### src/sv/shad_pkg.sv
// Shared constants and functions of the sine/cosine Hall angle decoder.
`timescale 1ns / 1ps
package shad_pkg;

    // Defaults of the module parameters.
    localparam int ADC_BITS_DEF   = 12;
    localparam int ANGLE_BITS_DEF = 16;

    // Fixed-point constants of the normalizer and the CORDIC.
    localparam int NORM_W       = 16;
    localparam int CORDIC_STEPS = 24;
    localparam int STEP_W       = 5;
    localparam int ZW           = 32;
    // Rotator registers hold norm << 14 with CORDIC growth headroom.
    localparam int XYW          = 34;
    localparam int Q_ONE        = 16384;

    // Input action codes.
    localparam logic [1:0] ACT_RESTART = 2'd0;
    localparam logic [1:0] ACT_CAL     = 2'd1;
    localparam logic [1:0] ACT_MEASURE = 2'd2;

    // Result status codes.
    localparam logic [1:0] ST_OK      = 2'd0;
    localparam logic [1:0] ST_SPAN    = 2'd1;
    localparam logic [1:0] ST_NOCAL   = 2'd2;

    // Configuration register indexes.
    localparam logic [2:0] REG_MIN_A  = 3'd0;
    localparam logic [2:0] REG_MAX_A  = 3'd1;
    localparam logic [2:0] REG_MIN_B  = 3'd2;
    localparam logic [2:0] REG_MAX_B  = 3'd3;
    localparam logic [2:0] REG_USE_PR = 3'd4;

    // Arctangent table in units of 2^-32 turn.
    function automatic logic [ZW-1:0] atan_turn(input logic [STEP_W-1:0] i);
        logic [ZW-1:0] v;
        case (i)
            5'd0:  v = 32'h20000000;
            5'd1:  v = 32'h12E4051E;
            5'd2:  v = 32'h09FB385B;
            5'd3:  v = 32'h051111D4;
            5'd4:  v = 32'h028B0D43;
            5'd5:  v = 32'h0145D7E1;
            5'd6:  v = 32'h00A2F61E;
            5'd7:  v = 32'h00517C55;
            5'd8:  v = 32'h0028BE53;
            5'd9:  v = 32'h00145F2F;
            5'd10: v = 32'h000A2F98;
            5'd11: v = 32'h000517CC;
            5'd12: v = 32'h00028BE6;
            5'd13: v = 32'h000145F3;
            5'd14: v = 32'h0000A2FA;
            5'd15: v = 32'h0000517D;
            5'd16: v = 32'h000028BE;
            5'd17: v = 32'h0000145F;
            5'd18: v = 32'h00000A30;
            5'd19: v = 32'h00000518;
            5'd20: v = 32'h0000028C;
            5'd21: v = 32'h00000146;
            5'd22: v = 32'h000000A3;
            5'd23: v = 32'h00000051;
            default: v = '0;
        endcase
        return v;
    endfunction

endpackage

### src/sv/shad_front.sv
// Front end: takes input transfers, keeps the calibration extremes and queues measure jobs.
`timescale 1ns / 1ps
module shad_front #(
    parameter int ADC_BITS = shad_pkg::ADC_BITS_DEF
) (
    input  logic                i_clk,
    input  logic                i_rst_n,
    input  logic                i_valid,
    output logic                o_ready,
    input  logic [1:0]          i_action,
    input  logic [ADC_BITS-1:0] i_sample_a,
    input  logic [ADC_BITS-1:0] i_sample_b,
    input  logic [ADC_BITS-1:0] i_pmin_a,
    input  logic [ADC_BITS-1:0] i_pmax_a,
    input  logic [ADC_BITS-1:0] i_pmin_b,
    input  logic [ADC_BITS-1:0] i_pmax_b,
    input  logic                i_use_preset,
    // Job queue towards the back end: {status, a, b, lo_a, hi_a, lo_b, hi_b}.
    output logic                o_job_valid,
    input  logic                i_job_ready,
    output logic [1:0]          o_job_status,
    output logic [ADC_BITS-1:0] o_job_sa,
    output logic [ADC_BITS-1:0] o_job_sb,
    output logic [ADC_BITS-1:0] o_job_lo_a,
    output logic [ADC_BITS-1:0] o_job_hi_a,
    output logic [ADC_BITS-1:0] o_job_lo_b,
    output logic [ADC_BITS-1:0] o_job_hi_b
);
    import shad_pkg::*;

    localparam int JW = 2 + 6 * ADC_BITS;

    logic [ADC_BITS-1:0] r_tmin_a, r_tmax_a, r_tmin_b, r_tmax_b;
    logic                r_tvalid;
    logic [JW-1:0]       r_q [2];
    logic                r_wp, r_rp;
    logic [1:0]          r_cnt;

    logic                acc, push, pop;
    logic [ADC_BITS-1:0] lo_a, hi_a, lo_b, hi_b;
    logic [1:0]          st;
    logic [JW-1:0]       job;

    assign o_ready = (r_cnt != 2'd2);
    assign acc     = i_valid && o_ready;
    assign push    = acc && (i_action == ACT_MEASURE);
    assign pop     = o_job_valid && i_job_ready;

    // Choose the extremes and classify the job.
    always_comb begin
        if (i_use_preset) begin
            lo_a = i_pmin_a; hi_a = i_pmax_a; lo_b = i_pmin_b; hi_b = i_pmax_b;
        end else begin
            lo_a = r_tmin_a; hi_a = r_tmax_a; lo_b = r_tmin_b; hi_b = r_tmax_b;
        end
        if (!i_use_preset && !r_tvalid) begin
            st = ST_NOCAL;
        end else if (hi_a <= lo_a || hi_b <= lo_b) begin
            st = ST_SPAN;
        end else begin
            st = ST_OK;
        end
        job = {st, i_sample_a, i_sample_b, lo_a, hi_a, lo_b, hi_b};
    end

    // Calibration tracking.
    always_ff @(posedge i_clk) begin
        if (!i_rst_n) begin
            r_tvalid <= 1'b0;
            r_tmin_a <= '0; r_tmax_a <= '0; r_tmin_b <= '0; r_tmax_b <= '0;
        end else if (acc && i_action == ACT_RESTART) begin
            r_tvalid <= 1'b0;
        end else if (acc && i_action == ACT_CAL) begin
            r_tvalid <= 1'b1;
            if (!r_tvalid) begin
                r_tmin_a <= i_sample_a; r_tmax_a <= i_sample_a;
                r_tmin_b <= i_sample_b; r_tmax_b <= i_sample_b;
            end else begin
                if (i_sample_a < r_tmin_a) r_tmin_a <= i_sample_a;
                if (i_sample_a > r_tmax_a) r_tmax_a <= i_sample_a;
                if (i_sample_b < r_tmin_b) r_tmin_b <= i_sample_b;
                if (i_sample_b > r_tmax_b) r_tmax_b <= i_sample_b;
            end
        end
    end

    // Two-entry job queue.
    always_ff @(posedge i_clk) begin
        if (!i_rst_n) begin
            r_wp <= 1'b0; r_rp <= 1'b0; r_cnt <= 2'd0;
        end else begin
            if (push) r_wp <= ~r_wp;
            if (pop)  r_rp <= ~r_rp;
            r_cnt <= r_cnt + {1'b0, push} - {1'b0, pop};
        end
    end
    always_ff @(posedge i_clk) begin
        if (push) r_q[r_wp] <= job;
    end

    assign o_job_valid = (r_cnt != 2'd0);
    assign {o_job_status, o_job_sa, o_job_sb, o_job_lo_a, o_job_hi_a, o_job_lo_b,
            o_job_hi_b} = r_q[r_rp];

    // The queue never holds more than two jobs.
    a_cnt_max: assert property (@(posedge i_clk) disable iff (!i_rst_n) r_cnt != 2'd3)
        else $error("job queue overflow");
    // A full queue refuses input.
    a_full: assert property (@(posedge i_clk) disable iff (!i_rst_n)
        r_cnt == 2'd2 |-> !o_ready) else $error("ready while full");
    // A calibration transfer always leaves the tracker valid.
    a_cal: assert property (@(posedge i_clk) disable iff (!i_rst_n)
        acc && i_action == ACT_CAL |=> r_tvalid) else $error("tracker not valid");

endmodule

### src/sv/shad_back.sv
// Back end: normalizes both channels by restoring division and runs the CORDIC.
`timescale 1ns / 1ps
module shad_back #(
    parameter int ADC_BITS   = shad_pkg::ADC_BITS_DEF,
    parameter int ANGLE_BITS = shad_pkg::ANGLE_BITS_DEF
) (
    input  logic                  i_clk,
    input  logic                  i_rst_n,
    input  logic                  i_job_valid,
    output logic                  o_job_ready,
    input  logic [1:0]            i_job_status,
    input  logic [ADC_BITS-1:0]   i_job_sa,
    input  logic [ADC_BITS-1:0]   i_job_sb,
    input  logic [ADC_BITS-1:0]   i_job_lo_a,
    input  logic [ADC_BITS-1:0]   i_job_hi_a,
    input  logic [ADC_BITS-1:0]   i_job_lo_b,
    input  logic [ADC_BITS-1:0]   i_job_hi_b,
    output logic                  o_valid,
    input  logic                  i_ready,
    output logic [ANGLE_BITS-1:0] o_angle,
    output logic [shad_pkg::NORM_W-1:0] o_norm_a,
    output logic [shad_pkg::NORM_W-1:0] o_norm_b,
    output logic [1:0]            o_status
);
    import shad_pkg::*;

    // Quotient of (d*65536 + span) / (2*span) needs at most 16 bits (d < span).
    localparam int QB = 16;
    localparam int NW = ADC_BITS + 17;
    localparam int DW = ADC_BITS + 1;

    localparam logic [2:0] S_IDLE = 3'd0;
    localparam logic [2:0] S_DIVA = 3'd1;
    localparam logic [2:0] S_DIVB = 3'd2;
    localparam logic [2:0] S_ROT  = 3'd3;
    localparam logic [2:0] S_OUT  = 3'd4;

    logic [2:0]            r_state, n_state;
    logic [4:0]            r_cnt;
    logic [ADC_BITS-1:0]   r_sb, r_lo_b, r_hi_b;
    logic [NW-1:0]         r_rem;
    logic [DW-1:0]         r_den;
    logic [QB-1:0]         r_quo;
    logic [1:0]            r_sat;
    logic signed [NORM_W-1:0] r_na, r_nb;
    logic signed [XYW-1:0] r_x, r_y;
    logic [ZW-1:0]         r_z;
    logic                  r_zero;

    // Per-channel set-up of the divider: saturation flags, the dividend and the divisor.
    function automatic logic [NW+DW+1:0] div_setup(input logic [ADC_BITS-1:0] x,
            input logic [ADC_BITS-1:0] lo, input logic [ADC_BITS-1:0] hi);
        logic [ADC_BITS-1:0] sp, d;
        logic [NW-1:0] num;
        sp  = hi - lo;
        d   = x - lo;
        num = {1'b0, d, 16'd0} + NW'(sp);
        return {x <= lo, x >= hi, num, {sp, 1'b0}};
    endfunction

    logic [NW+DW+1:0]   su;
    logic [NW-1:0]      trial_hi;
    logic               fits;
    logic [QB-1:0]      q_next;
    logic signed [NORM_W-1:0] nres;
    logic signed [XYW-1:0] dx, dy;
    logic [ZW-1:0]      zr;

    always_comb begin
        su = (r_state == S_IDLE) ? div_setup(i_job_sa, i_job_lo_a, i_job_hi_a)
                                 : div_setup(r_sb, r_lo_b, r_hi_b);
        // Restoring step: compare the remainder with den << (QB-1-cnt).
        trial_hi = NW'({r_den, 15'd0} >> r_cnt);
        fits     = (r_rem >= trial_hi);
        q_next   = {r_quo[QB-2:0], fits};
        if (r_sat[1]) begin
            nres = -NORM_W'(Q_ONE);
        end else if (r_sat[0]) begin
            nres = NORM_W'(Q_ONE);
        end else begin
            nres = $signed(q_next) - NORM_W'(Q_ONE);
        end
        // Rotation cycle k applies CORDIC iteration k-1.
        dx = r_y >>> (r_cnt - 5'd1);
        dy = r_x >>> (r_cnt - 5'd1);
        zr = r_z + 32'h80000000 + (ZW'(1) << (31 - ANGLE_BITS));
    end

    assign o_job_ready = (r_state == S_IDLE) && (!o_valid || i_ready);

    // Sequencer.
    always_comb begin
        n_state = r_state;
        case (r_state)
            S_IDLE: if (i_job_valid && o_job_ready && i_job_status == ST_OK) n_state = S_DIVA;
            S_DIVA: if (r_cnt == 5'(QB - 1)) n_state = S_DIVB;
            S_DIVB: if (r_cnt == 5'(QB - 1)) n_state = S_ROT;
            S_ROT:  if (r_cnt == 5'(CORDIC_STEPS)) n_state = S_OUT;
            S_OUT:  n_state = S_IDLE;
            default: n_state = S_IDLE;
        endcase
    end

    always_ff @(posedge i_clk) begin
        if (!i_rst_n) begin
            r_state <= S_IDLE;
            r_cnt   <= '0;
            o_valid <= 1'b0;
        end else begin
            r_state <= n_state;
            if (r_state != n_state) begin
                r_cnt <= '0;
            end else if (r_state != S_IDLE) begin
                r_cnt <= r_cnt + 5'd1;
            end
            if (r_state == S_OUT || (r_state == S_IDLE && i_job_valid && o_job_ready
                    && i_job_status != ST_OK)) begin
                o_valid <= 1'b1;
            end else if (o_valid && i_ready) begin
                o_valid <= 1'b0;
            end
        end
    end

    // Datapath.
    always_ff @(posedge i_clk) begin
        case (r_state)
            S_IDLE: begin
                r_sb <= i_job_sb; r_lo_b <= i_job_lo_b; r_hi_b <= i_job_hi_b;
                {r_sat, r_rem, r_den} <= su;
                r_quo <= '0;
                if (i_job_valid && o_job_ready && i_job_status != ST_OK) begin
                    o_status <= i_job_status;
                    o_angle  <= '0; o_norm_a <= '0; o_norm_b <= '0;
                end
            end
            S_DIVA, S_DIVB: begin
                if (r_cnt == 5'(QB - 1) && r_state == S_DIVA) begin
                    // Channel A done: keep its result and set up channel B.
                    r_na <= nres;
                    {r_sat, r_rem, r_den} <= su;
                    r_quo <= '0;
                end else begin
                    if (fits) r_rem <= r_rem - trial_hi;
                    r_quo <= q_next;
                    if (r_cnt == 5'(QB - 1)) r_nb <= nres;
                end
            end
            S_ROT: begin
                if (r_cnt == 5'd0) begin
                    // Pre-rotation by half a turn when x is negative.
                    r_zero <= (r_na == 0) && (r_nb == 0);
                    if (r_nb < 0) begin
                        r_x <= -(XYW'(r_nb) <<< 14); r_y <= -(XYW'(r_na) <<< 14);
                        r_z <= 32'h80000000;
                    end else begin
                        r_x <= XYW'(r_nb) <<< 14; r_y <= XYW'(r_na) <<< 14;
                        r_z <= '0;
                    end
                    // First iteration is applied from the next cycle on.
                end else begin
                    if (r_y >= 0) begin
                        r_x <= r_x + dx; r_y <= r_y - dy; r_z <= r_z + atan_turn(r_cnt - 5'd1);
                    end else begin
                        r_x <= r_x - dx; r_y <= r_y + dy; r_z <= r_z - atan_turn(r_cnt - 5'd1);
                    end
                end
            end
            S_OUT: begin
                // Last iteration done together with output rounding would lengthen the path,
                // so the sequencer gives the output rounding a state of its own.
                o_status <= ST_OK;
                o_norm_a <= r_na; o_norm_b <= r_nb;
                o_angle  <= r_zero ? (ANGLE_BITS'(1) << (ANGLE_BITS - 1))
                                   : zr[ZW-1 -: ANGLE_BITS];
            end
            default: ;
        endcase
    end

    // A result is never overwritten while it waits.
    a_hold: assert property (@(posedge i_clk) disable iff (!i_rst_n)
        o_valid && !i_ready |=> o_valid) else $error("result lost");
    // Jobs are taken only when idle.
    a_idle: assert property (@(posedge i_clk) disable iff (!i_rst_n)
        o_job_ready |-> r_state == S_IDLE) else $error("job taken while busy");
    // The counter stays within the longest phase.
    a_cnt: assert property (@(posedge i_clk) disable iff (!i_rst_n)
        r_cnt <= 5'(CORDIC_STEPS)) else $error("counter overrun");

endmodule

### src/sv/sincos_hall_angle_decoder.sv
// Top level of the sine/cosine Hall angle decoder.
`timescale 1ns / 1ps
// Usage:
// Input stream s_axis: tuser carries the action (restart, calibration sample,
// measure); tdata carries sample_a in the low ADC bits and sample_b above it.
// Restart and calibration transfers change the tracked extremes and give no
// result. Each measure transfer gives one result on m_axis: tdata holds
// angle_turn, norm_a and norm_b from the lowest bit up, tuser the status.
// Configuration is written over the cfg channel, index 0 to 4; the user must write
// it only while idle, as the block itself does not enforce this. A measure item
// passes through two 16-step restoring divisions (one per channel) and a CORDIC
// sequencer, and the back end takes a new measure only once it is idle again.
// A measure with a bad span or no calibration skips the divisions and the CORDIC
// and returns a zero result with its status. Calibration items stay in the front end;
// a two-entry job queue lets them and new measure jobs enter while the back end is busy.
// Reset clears the tracker, restores the preset registers and empties the
// queue. When the receiver stalls, the result register holds, the back end
// halts and the queue fills, after which s_axis_tready falls.
module sincos_hall_angle_decoder #(
    parameter int ADC_BITS   = shad_pkg::ADC_BITS_DEF,
    parameter int ANGLE_BITS = shad_pkg::ANGLE_BITS_DEF
) (
    input  logic i_clk,
    input  logic i_rst_n,
    input  logic s_axis_tvalid,
    output logic s_axis_tready,
    // tdata: sample_a, sample_b
    input  logic [((2*ADC_BITS+7)/8)*8-1:0] s_axis_tdata,
    // tuser: action
    input  logic [1:0] s_axis_tuser,
    output logic m_axis_tvalid,
    input  logic m_axis_tready,
    // tdata: angle_turn, norm_a, norm_b
    output logic [((ANGLE_BITS+32+7)/8)*8-1:0] m_axis_tdata,
    // tuser: status
    output logic [1:0] m_axis_tuser,
    input  logic cfg_valid,
    output logic cfg_ready,
    input  logic [2:0] cfg_index,
    input  logic [15:0] cfg_data
);
    import shad_pkg::*;

    localparam int OTW = ((ANGLE_BITS + 32 + 7) / 8) * 8;

    logic [ADC_BITS-1:0] r_pmin_a, r_pmax_a, r_pmin_b, r_pmax_b;
    logic                r_use_preset;

    logic                jv, jr;
    logic [1:0]          jst;
    logic [ADC_BITS-1:0] jsa, jsb, jla, jha, jlb, jhb;
    logic [ANGLE_BITS-1:0] ang;
    logic [NORM_W-1:0]   na, nb;

    // Configuration registers.
    assign cfg_ready = 1'b1;
    always_ff @(posedge i_clk) begin
        if (!i_rst_n) begin
            r_pmin_a <= '0; r_pmax_a <= '1; r_pmin_b <= '0; r_pmax_b <= '1;
            r_use_preset <= 1'b1;
        end else if (cfg_valid) begin
            case (cfg_index)
                REG_MIN_A:  r_pmin_a <= cfg_data[ADC_BITS-1:0];
                REG_MAX_A:  r_pmax_a <= cfg_data[ADC_BITS-1:0];
                REG_MIN_B:  r_pmin_b <= cfg_data[ADC_BITS-1:0];
                REG_MAX_B:  r_pmax_b <= cfg_data[ADC_BITS-1:0];
                REG_USE_PR: r_use_preset <= cfg_data[0];
                default: ;
            endcase
        end
    end

    shad_front #(.ADC_BITS(ADC_BITS)) u_front (
        .i_clk, .i_rst_n,
        .i_valid(s_axis_tvalid), .o_ready(s_axis_tready),
        .i_action(s_axis_tuser),
        .i_sample_a(s_axis_tdata[ADC_BITS-1:0]),
        .i_sample_b(s_axis_tdata[2*ADC_BITS-1:ADC_BITS]),
        .i_pmin_a(r_pmin_a), .i_pmax_a(r_pmax_a),
        .i_pmin_b(r_pmin_b), .i_pmax_b(r_pmax_b),
        .i_use_preset(r_use_preset),
        .o_job_valid(jv), .i_job_ready(jr), .o_job_status(jst),
        .o_job_sa(jsa), .o_job_sb(jsb), .o_job_lo_a(jla), .o_job_hi_a(jha),
        .o_job_lo_b(jlb), .o_job_hi_b(jhb)
    );

    shad_back #(.ADC_BITS(ADC_BITS), .ANGLE_BITS(ANGLE_BITS)) u_back (
        .i_clk, .i_rst_n,
        .i_job_valid(jv), .o_job_ready(jr), .i_job_status(jst),
        .i_job_sa(jsa), .i_job_sb(jsb), .i_job_lo_a(jla), .i_job_hi_a(jha),
        .i_job_lo_b(jlb), .i_job_hi_b(jhb),
        .o_valid(m_axis_tvalid), .i_ready(m_axis_tready),
        .o_angle(ang), .o_norm_a(na), .o_norm_b(nb), .o_status(m_axis_tuser)
    );

    assign m_axis_tdata = OTW'({nb, na, ang});

endmodule

### config.mk
export PLATFORM = sky130hd
export DESIGN_NAME = sincos_hall_angle_decoder
export DESIGN_NICKNAME = d
export VERILOG_FILES = /design/src/sv/shad_pkg.sv /design/src/sv/shad_front.sv /design/src/sv/shad_back.sv /design/src/sv/sincos_hall_angle_decoder.sv
export SDC_FILE = /design/constraint.sdc
export NUM_CORES = 2
export LEC_CHECK = 0
export BUFFER_PORTS_ARGS = -buffer_cell sky130_fd_sc_hd__clkbuf_2
export CAP_MARGIN = 15
export CELL_PAD_IN_SITES_DETAIL_PLACEMENT = 2
export CELL_PAD_IN_SITES_GLOBAL_PLACEMENT = 2
export CORE_MARGIN = 2
export CORE_UTILIZATION = 45
export DETAILED_ROUTE_END_ITERATION = 8
export HOLD_SLACK_MARGIN = 0.12
export PLACE_DENSITY = 0.87
export SLEW_MARGIN = 40
export SYNTH_ARGS = -nofsm -noshare
export SYNTH_HDL_FRONTEND = slang
export SYNTH_SLANG_ARGS = --single-unit
### constraint.sdc
create_clock -name i_clk -period 13 [get_ports i_clk]
set_input_delay 2.6 -clock i_clk [delete_from_list [all_inputs] [get_ports i_clk]]
set_output_delay 2.6 -clock i_clk [all_outputs]
set_load 0.05 [all_outputs]
==> out/qor.yml <==
synth:
  post_synth_edffs: 425
  synth_fp_nets: 4405
  ys_seq_area_frac: 0.3824
  syn_area_per_cell_um2: 9.650
  yosysUniqueCellTypes: 96
  yosys_warnings: 0
  synth_area_mm2: 0.03924
  dominantRegCellSynth: "sky130_fd_sc_hd__edfxtp_1"
  async_set_or_reset_flop_fraction_in_the_synthesized_netlist: 0
  synth_seq_cells: 537
  syn-instance-count: 4066
sta:
  rsz0062_at_grt: "no"
  tns_ns: 0
  timing_max_transition_violations_final: 0
  final-hold-violation-count: 0
  finalWorstSetupSlack_ns: 3.346
  timing.final.crit_period_ns: 9.654
  period_share: 0.7426
  worst_pin_slew_ns: 1.382
  final-setup-viol-count: 0
  max-slew-margin-rel: 0.06983
  finalClockSkew_ns: 0.04877
  clock.fmax_mhz: 103.6
critical_path:
  crit_required_ns: 13.37
  crit_top_cell: "sky130_fd_sc_hd__buf_4"
  arrival_ns: 10.02
  crit_slowest_cell: "sky130_fd_sc_hd__xnor2_4"
  path_max_fanout: 54
  critical_path.startpoint_type: "flop"
  endpoint_kind: "flop"
  critical_path.max_stage_delay_ns: 0.68
  critical_path_class: "reg -> reg"
clocking:
  cts_hold_buf: 0
  ctsHtreeMaxLevel: 3
  path_clk_slew_ns: 0.06
  cts_resized: 0
  cts_num_sinks: 537
  tritoncts: "done"
  clkLatencyLatePin_ns: 0.70
  clockBufferDepth: 3
  post_cts_buffers: 0
  cts_made_buffers: 66
  ctsRootBufferMaster: "sky130_fd_sc_hd__clkbuf_16"
die:
  core-area_mm2: 0.08662
  die-area_mm2: 0.08957
  die_height_um: 299.3
  initial_utilization: 0.4530
  die_w_um: 299.3
  rows: 108
  io_pins: 103
routing:
  wl_um: 176800
  ant_nets: 0
  firstDrtPassIters: 6
  routed-wl-met3_um: 10730
  final_routed_wire_length_divided_by_cell_count_um: 33.45
  route.layer.met1.wl_um: 61860
  dr.max_layer_used: "met5"
  initialDrtViolationCount: 3395
  vias_per_cell: 6.785
  detailroute.wirelength.met2_um: 87710
  vias: 35850
  drc: 0
layout:
  multi_input_area_mm2: 0.02271
  drive_gt1_frac: 0.1164
  area_growth_pct: 9.952
  layout.nets: 4411
  final.fill_count: 8953
  register_area_mm2: 0.01501
grt:
  grt_overflow_total: 0
  first_global_vias: 39450
  grt_use_total: 0.3839
  grt_pass1_wl_um: 260000
  maximum_number_of_pins_on_one_net_before_global_route_repair: 89
  antenna_found_initial: 5
placement:
  place.detailed.hpwl_um: 114300
  globalplace.congestion: 0.8876
  dpl_worst_slack_ns: 3.737
  io_buffer_count: 97
power_and_ir_drop:
  p_per_area_mw_per_mm2: 241.1
  p_leak_nw: 16.81
  vdd.ir_drop.worst_uv: 138.7
status:
  result_of_the_run: "finished, final reports clean"
min_path:
  hold_path.class: "reg -> reg"
run:
  maxCapViolCount: 0
[cells by family (layout without fill, tap and decap cells)]
| family | after synthesis | in the layout | share of synthesized area |
|---|---|---|---|
| AO/OA/AOI/OAI | 976 | 976 | 0.1588 |
| XOR/XNOR | 269 | 269 | 0.06023 |
| adder cells (fa/ha/maj) | 289 | 289 | 0.09368 |
| buffers and inverters | 400 | 459 | 0.04295 |
| flip-flops | 537 | 537 | 0.3824 |
| multiplexers | 287 | 287 | 0.1023 |
| other | 1 | 5 | 0.00009557 |
| AND/OR/NAND/NOR | 1307 | 1307 | 0.1596 |
[power by group]
part | switching (mW) | internal, mW
combinational | 3.90 | 2.06
sequential | 0.176 | 2.17
clock | 0.934 | 1.16
total | 5.01 | 5.39
[sequential cells by signal, indices dropped and copies added, names as in the netlist, 15 cells and up, named ones only]
register and cells:
u_back.o_angle 16, u_back.o_norm_a 16, u_back.o_norm_b 16, u_back.r_na 16, u_back.r_nb 16, u_back.r_quo 15, u_back.r_rem 29, u_back.r_x 34
u_back.r_y 34, u_back.r_z 32, u_front.r_q 148
[critical path, delay by kind of cell, from the launching register on]
family	cells	cell delay (ns)
AO/OA/AOI/OAI	10	2.65
buffers and inverters	5	2.11
AND/OR/NAND/NOR	7	2.07
XOR/XNOR	3	1.10
adder cells (fa/ha/maj)	3	0.93
flip-flops	1	0.41
[layout make-up]
class	instances	area share
diodes	4	0.0002320
clock buffers	77	0.04022
inverters	193	0.01685
clock inverters	44	0.01369
repair buffers	145	0.02105
multi-input cells	3129	0.5264
flip-flops and latches	537	0.3480
well taps	1155	0.03350
[metal layers]
layer / up-vias / global-route usage
li1: 14890 / -
met1: 18220 / 0.4051
met2: 1873 / 0.6806
met3: 859 / 0.06646
met4: 4 / 0.2971
met5: - / 0
[cells in the mapped netlist (83+ instances only)]
cell type / instances / area (µm²)
sky130_fd_sc_hd__and2_1: 89 / 556.8
sky130_fd_sc_hd__nand2_1: 422 / 1584
sky130_fd_sc_hd__xnor2_1: 152 / 1331
sky130_fd_sc_hd__nor3_1: 85 / 425.4
sky130_fd_sc_hd__clkbuf_1: 132 / 495.5
sky130_fd_sc_hd__nor2b_1: 83 / 519.3
sky130_fd_sc_hd__a21o_1: 116 / 870.8
sky130_fd_sc_hd__xor2_1: 116 / 1016
sky130_fd_sc_hd__o21ai_0: 240 / 1201
sky130_fd_sc_hd__nor2_1: 292 / 1096
sky130_fd_sc_hd__edfxtp_1: 425 / 12760
sky130_fd_sc_hd__dfxtp_1: 112 / 2242
sky130_fd_sc_hd__inv_1: 191 / 716.9
sky130_fd_sc_hd__a21oi_1: 263 / 1316
sky130_fd_sc_hd__mux2i_1: 126 / 1261
sky130_fd_sc_hd__ha_1: 281 / 3516
sky130_fd_sc_hd__nand3_1: 102 / 510.5
[metrics by stage]
step	area (µm²)	hold slack, ns	power (mW)	utilization	std cells
after global placement	40670	0.4490	7.308	0.4696	5156
final	43140	0.4772	10.40	0.4981	5284
after global routing	43130	0.4928	10.81	0.4980	5280
after floorplan	39240	0.4392	6.176	-	4066
after CTS	43090	0.4807	10.21	0.4975	5280
after detailed placement	40760	0.4581	7.791	0.4706	5159
[worst paths after layout]
kind / slack, ns / endpoint / startpoint / cells after the start
worst max-delay path: 3.35 / u_back.r_x[29]$_DFFE_PN_ / u_back.r_cnt[1]$_SDFFE_PP0N_ / 28
worst min-delay path: 0.48 / r_pmax_b[8]$_SDFFE_PN1P_ / r_pmax_b[8]$_SDFFE_PN1P_ / 2
worst max register to register: 3.35 / u_back.r_x[29]$_DFFE_PN_ / u_back.r_cnt[1]$_SDFFE_PP0N_ / 28
worst min register to register: 0.48 / r_pmax_b[8]$_SDFFE_PN1P_ / r_pmax_b[8]$_SDFFE_PN1P_ / 2
[placed cells by master, fill, tap and decap left out, drive strengths merged, types with 32 or more instances in the layout]
cell and count:
o21a 41, nand2 423, xor2 116, or3 35, buf 49, nor2b 83, inv 195, and2 93
o31ai 32, nand4 33, dfxtp 112, edfxtp 425, nor3 87, nand2b 49, clkbuf 173, xnor2 153
nor2 292, a211oi 41, ha 281, nand3 103, a21oi 263, mux2 81, a21o 116, mux4 80
and3 36, mux2i 126, a21boi 36, o21ai 243
Note: power is estimated with default switching activity, not from simulation.
